<file path="config.mk">
export PLATFORM = sky130hd
export DESIGN_NAME = gcd_sqrt_pipe
export DESIGN_NICKNAME = d
export VERILOG_FILES = /design/src/design/gcd_pkg.sv /design/src/design/gcd_sqrt_pipe.sv
export SDC_FILE = /design/constraint.sdc
export NUM_CORES = 2
export LEC_CHECK = 0
export BUFFER_PORTS_ARGS = -buffer_cell sky130_fd_sc_hd__buf_2
export CORE_ASPECT_RATIO = 0.6
export CORE_UTILIZATION = 44
export CTS_CLUSTER_DIAMETER = 100
export DETAILED_ROUTE_END_ITERATION = 10
export SYNTH_ARGS = -nofsm -noshare
export SYNTH_HDL_FRONTEND = slang
export SYNTH_SLANG_ARGS = --single-unit
</file>
<file path="constraint.sdc">
create_clock -name clk -period 6.1 [get_ports clk]
set_clock_uncertainty 0.05 [all_clocks]
set_input_delay 0.915 -clock clk [delete_from_list [all_inputs] [get_ports clk]]
set_output_delay 0.915 -clock clk [all_outputs]
set_load 0.05 [all_outputs]
</file>
<file path="src/design/gcd_pkg.sv">
package gcd_pkg;

	localparam int COORD_FRAC_BITS = 16;
	localparam int LAT_W = 24;
	localparam int LON_W = 25;
	localparam int DIST_W = 15;
	localparam int CFG_W = 25;
	localparam int CFG_IDX_W = 2;

	localparam logic [CFG_IDX_W-1:0] REG_REF_LAT = 2'd0;
	localparam logic [CFG_IDX_W-1:0] REG_REF_LON = 2'd1;

	// degrees -> binary angle: q = m*QUO + floor(m*REM/360)
	localparam longint PHASE_SCALE = longint'(1) << (32 - COORD_FRAC_BITS);
	localparam longint PHASE_QUO = PHASE_SCALE / 360;
	localparam longint PHASE_REM = PHASE_SCALE % 360;
	localparam int RECIP_SHIFT = 36;
	localparam longint PHASE_RECIP = ((longint'(1) << RECIP_SHIFT) + 359) / 360;
	localparam int MAG_W = LON_W;
	localparam int QUO_W = $clog2(PHASE_QUO + 1);
	localparam int REM_W = $clog2(PHASE_REM + 1);
	localparam int RECIP_W = $clog2(PHASE_RECIP + 1);
	localparam int PART_W = MAG_W + QUO_W;
	localparam int FRAC_W = MAG_W + REM_W;

	localparam int CORDIC_STEPS = 30;
	localparam int SQRT_STEPS = 32;
	localparam int CR_W = 34;
	localparam int ANG_W = 34;
	localparam int COS_W = 32;
	localparam int Q30_W = 31;
	localparam int ROOT_W = 31;

	localparam logic [Q30_W-1:0] ONE_Q30 = 31'h4000_0000;
	localparam logic [29:0] CORDIC_GAIN_Q30 = 30'd652032874;
	localparam logic [30:0] RADIUS_PI_Q16 = 31'd1311708728;
	localparam int DIST_SHIFT = 46;
	localparam logic [DIST_W-1:0] DIST_MAX = 15'd20015;

	localparam logic [29:0] ATAN_TURNS [CORDIC_STEPS] = '{
		30'd536870912, 30'd316933406, 30'd167458907, 30'd85004756, 30'd42667331,
		30'd21354465, 30'd10679838, 30'd5340245, 30'd2670163, 30'd1335086,
		30'd667544, 30'd333772, 30'd166886, 30'd83443, 30'd41722,
		30'd20861, 30'd10430, 30'd5215, 30'd2608, 30'd1304,
		30'd652, 30'd326, 30'd163, 30'd81, 30'd41,
		30'd20, 30'd10, 30'd5, 30'd3, 30'd1
	};

endpackage

</file>
<file path="src/design/gcd_sqrt_pipe.sv">
module gcd_sqrt_pipe (
	input  logic clk,
	input  logic arst_n,
	input  logic in_valid,
	input  logic [gcd_pkg::Q30_W-1:0] radicand,
	output logic out_valid,
	output logic [gcd_pkg::ROOT_W-1:0] root
);
	localparam int N = gcd_pkg::SQRT_STEPS;
	localparam int NW = gcd_pkg::Q30_W + 30;
	localparam int TW = 2 * N - 1;

	logic v_s [N+1];
	logic [NW-1:0] n_s [N+1];
	logic [NW-1:0] res_s [N+1];

	always_ff @(posedge clk or negedge arst_n) begin
		if (!arst_n) begin
			v_s[0] <= 1'b0;
		end else begin
			v_s[0] <= in_valid;
		end
	end

	always_ff @(posedge clk) begin
		n_s[0] <= {radicand, 30'd0};
		res_s[0] <= '0;
	end

	for (genvar k = 0; k < N; k++) begin : g_step
		localparam logic [TW-1:0] BIT = TW'(1) << (TW - 1 - 2 * k);
		logic [TW-1:0] trial;
		logic [TW-1:0] next_res;

		assign trial = TW'(res_s[k]) + BIT;
		assign next_res = (TW'(res_s[k]) >> 1) + BIT;

		always_ff @(posedge clk or negedge arst_n) begin
			if (!arst_n) begin
				v_s[k+1] <= 1'b0;
			end else begin
				v_s[k+1] <= v_s[k];
			end
		end

		always_ff @(posedge clk) begin
			if (TW'(n_s[k]) >= trial) begin
				n_s[k+1] <= n_s[k] - NW'(trial);
				res_s[k+1] <= NW'(next_res);
			end else begin
				n_s[k+1] <= n_s[k];
				res_s[k+1] <= res_s[k] >> 1;
			end
		end
	end

	assign out_valid = v_s[N];
	assign root = res_s[N][gcd_pkg::ROOT_W-1:0];

endmodule

</file>
==> results by group <==
Power
  – Logic pwr share: ~30%
  – Clock power share: 26.9%
  – IR drop worst, VDD: between 0.2 and 0.25 mV
  – Net Sw Power: 14.6 mW
  – Power per cell area: 501 nW/um^2
  – Seq pwr share: 43.0%
  – Leak: roughly 37 nW
  – P_int: ~26 mW
  – Switching Fraction: 36.1%

Synth
  – Share of the synthesized area in the top cell type: 46.8%
  – Compound-Gate Fraction of Synth Area: 14.2%
  – Xor/xnor share of the synthesized area: ~8.8%
  – EDFF count, synth: 0
  – Main combinational cell family by area after synthesis: simple AND/OR/NAND/NOR gates
  – Netlist cell types: 85
  – Simple-Gate Fraction of Synth Area: 14.9%
  – Most common cell in the netlist: dfxtp_1
  – Asr flop ratio synth: 1.92%
  – Post-synth top flop: dfxtp_1
  – Yosys reg bits: roughly 1700
  – Top cells by count, synth: dfxtp_1 (1684), inv_1 (642), nand2_1 (612)
  – Multiplexer area fraction after synthesis: 1.02%
  – Largest cells by area after synthesis: dfxtp_1 (47%), ha_1 (8.6%), xor2_1 (4.5%)
  – YS warnings: 0
  – Syn Nets: slightly above 8000
  – Mapped Avg Cell Area: 9.47 um^2
  – Register area share after synthesis: 47.9%
  – Syn Inst Count: 7612
  – Synthesized-area fraction occupied by adder cells: 8.99%
  – Cell Area, Synth: 72100 um^2
  – Largest area contributor in the netlist: dfxtp_1

Clock tree
  – Clock slew at reported path FFs: 0.07 ns
  – TritonCTS clock tree: yes
  – CTS H-tree lvls: 4
  – Clock Path Buffers: 4
  – Sink Count: 1717
  – CTS resizes: 0
  – Clk_lat worst skew: 0.82 ns
  – Root buffer cell: clkbuf_16
  – Hold buffers post-CTS: 0
  – Post-CTS setup buffers: 0
  – Total CTS buffers: between 150 and 200

Finish
  – FILL cells: between 10000 and 15000
  – Area grow syn2layout: 11.8%
  – Layout Cells excl Fill: about 10000
  – Final net count: between 8000 and 9000
  – Layout cells sized above 1: a little over 6%
  – Util after Layout: 49.8%

Floorplan
  – Die Height: 315 um
  – IO Count: 66
  – Initial Util: 44.5%
  – Die ar.: 165000 um^2
  – Core footprint: 162000 um^2
  – Rows: 114
  – Die width: 524 um

STA
  – RSZ-0062 raised after global routing: false
  – Slew HR: a little over a tenth
  – Final hold viol count: 0
  – Final Cycle Share: about four fifths
  – Setup_tns: 0 ns
  – Slew Limit Fails: 0
  – Fmax: 208 MHz
  – Setup Viol. Count Final: 0
  – Worst slew pin tran: 1.34 ns
  – Period minus WS final: 4.82 ns

Worst setup path
  – CP top delay family: compound AO/OA/AOI/OAI gates
  – Number of cells on the critical path: 13
  – CP Cell Sequence: inv_1, ha_1, fa_1, a21oi_1, o211ai_1, nand2_1, o21ai_0, a31oi_1, o21a_1, inv_2, o211ai_1, o21ai_0, o21ai_0
  – Top cell by count, worst path: o21ai_0
  – Worst path slowest cell: o21a_1
  – Worst-path maximum fanout: 33
  – Crit path largest cell delay: 0.95 ns
  – Critical Path Start Type: flop
  – Worst Path Required: about 6.7 ns
  – Crit Path Class: reg2reg
  – Crit path buffers/inverters: 2
  – Crit. End Element: flop
  – Critical Path Start: res_s[26][12]
  – Path depth of the worst reg2reg path: 13
  – Worst reg2reg startpoint: res_s[26][12]
  – Crit path DAT: 5.43 ns

Routing
  – Routed WL: 189000 um
  – Via count: 53997
  – Iteration-0 DRC Markers: 5112
  – DRC errors left: 0
  – Initial DRT Pass Iterations: 5
  – Via/cell ratio: 5.40
  – WL per Instance: 18.9 um
  – ANT nets after route: 0

Global route
  – Initial antenna violation count: 7
  – Vias in the first global route: 49806
  – Overflow after GRT: 0
  – First-pass GRT wire length: 294000 um
  – Largest net degree at the start of global routing: 57
  – Gr usage total: 22.5%

Placement
  – I/O Buffers: 65
  – Post-DP HPWL: 149000 um
  – Placed cell count: 9699
  – RePlAce Congestion: around 0.95

Job
  – Max-cap viol count: 0

Hold path
  – HP Class: in2async

Outcome
  – Outcome: finished, final reports clean
## state kept, by name, indices dropped and copies added, names as in the netlist
| name | flops |
|---|---|
| v_s | 32 |
| out_valid | 1 |
| res_s | 496 |
| n_s | 1188 |
## worst paths after layout
path,to,slack [ns]
worst min-delay path,out_valid,0.12
max in group asynchronous,v_s[14],5.42
worst max register to register,n_s[27][43],1.28
worst max-delay path,n_s[27][43],1.28
min in group clk,n_s[0][40],0.14
worst min register to register,res_s[20][31],0.27
## worst register-to-register path, cell delays in order, from the launching register on
cell and delay [ns]:
dfxtp_1 0.33, inv_1 0.05, ha_1 0.23, fa_1 0.41, a21oi_1 0.25, o211ai_1 0.16
nand2_1 0.19, o21ai_0 0.37, a31oi_1 0.63, o21a_1 0.95, inv_2 0.55, o211ai_1 0.33
o21ai_0 0.12, o21ai_0 0.09
## cell families (layout without fill, tap and decap cells)
group,Yosys count,in the layout
and+or+nand+nor,2161,2161
DFF,1717,1717
AOI/OAI and AO/OA,1638,1638
buffers and inverters,798,1032
xor gates and xnor gates,721,721
adders and majority gates,509,509
muxes,67,67
other,1,7
## routing by layer
layer  share of wire, %  wire length, um  global-route usage (%)
met5              0.081              154                   0.750
met4                1.2             2330                    3.73
met2                 32            59800                    25.1
met1                 57           107000                    38.8
met3                 10            19700                    6.87
## layout make-up
cell class / instances / area, um^2 / share of cell area, %
Multi-Input combinational cell: 5097 / 34600 / 42.9
Sequential cell: 1717 / 34500 / 42.9
Clock buffer: 229 / 4800 / 5.96
Tap cell: 2146 / 2690 / 3.33
Inverter: 644 / 2420 / 3.00
Clock inverter: 64 / 996 / 1.24
Timing Repair Buffer: 95 / 551 / 0.683
Antenna cell: 6 / 15.0 / 0.0186
## metrics by stage
step	power [mW]	setup slack [ns]	area [um^2]	hold WS, ns
floorplan	25.0	2.54	72100	0.260
global placement	29.1	1.46	74800	0.263
detailed placement	29.2	1.47	74800	0.262
CTS	40.2	1.41	80600	0.0680
global route	42.7	1.02	80600	0.0802
finish	40.4	1.28	80600	0.124
## power groups by stage
| stage | clock network, mW | registers, mW | logic [mW] |
|---|---|---|---|
| after floorplan | 0 | 16.0 | 8.98 |
| after global placement | 0 | 17.4 | 11.6 |
| after detailed placement | 0 | 17.4 | 11.8 |
| after CTS | 11.1 | 17.2 | 11.9 |
| after global routing | 11.6 | 17.6 | 13.4 |
| final | 10.9 | 17.4 | 12.1 |
## cells in the final DEF, fill, tap and decap left out, types with 56 or more instances in the layout
cell type  instances
nor2b_1           63
nor2_1           465
or3_1             81
dfxtp_1         1684
nor4_1           148
inv_1            642
or4_1             60
a21o_1           181
clkbuf_16        174
xnor2_1          351
a21oi_1          440
nand3_1          124
buf_2             65
nor3_1           203
nand2_1          612
ha_1             494
o21a_1            87
nand2b_1         103
xor2_1           370
nand4_1           90
o31ai_1           56
o21ai_0          489
Note: power is estimated with default switching activity, not from simulation.
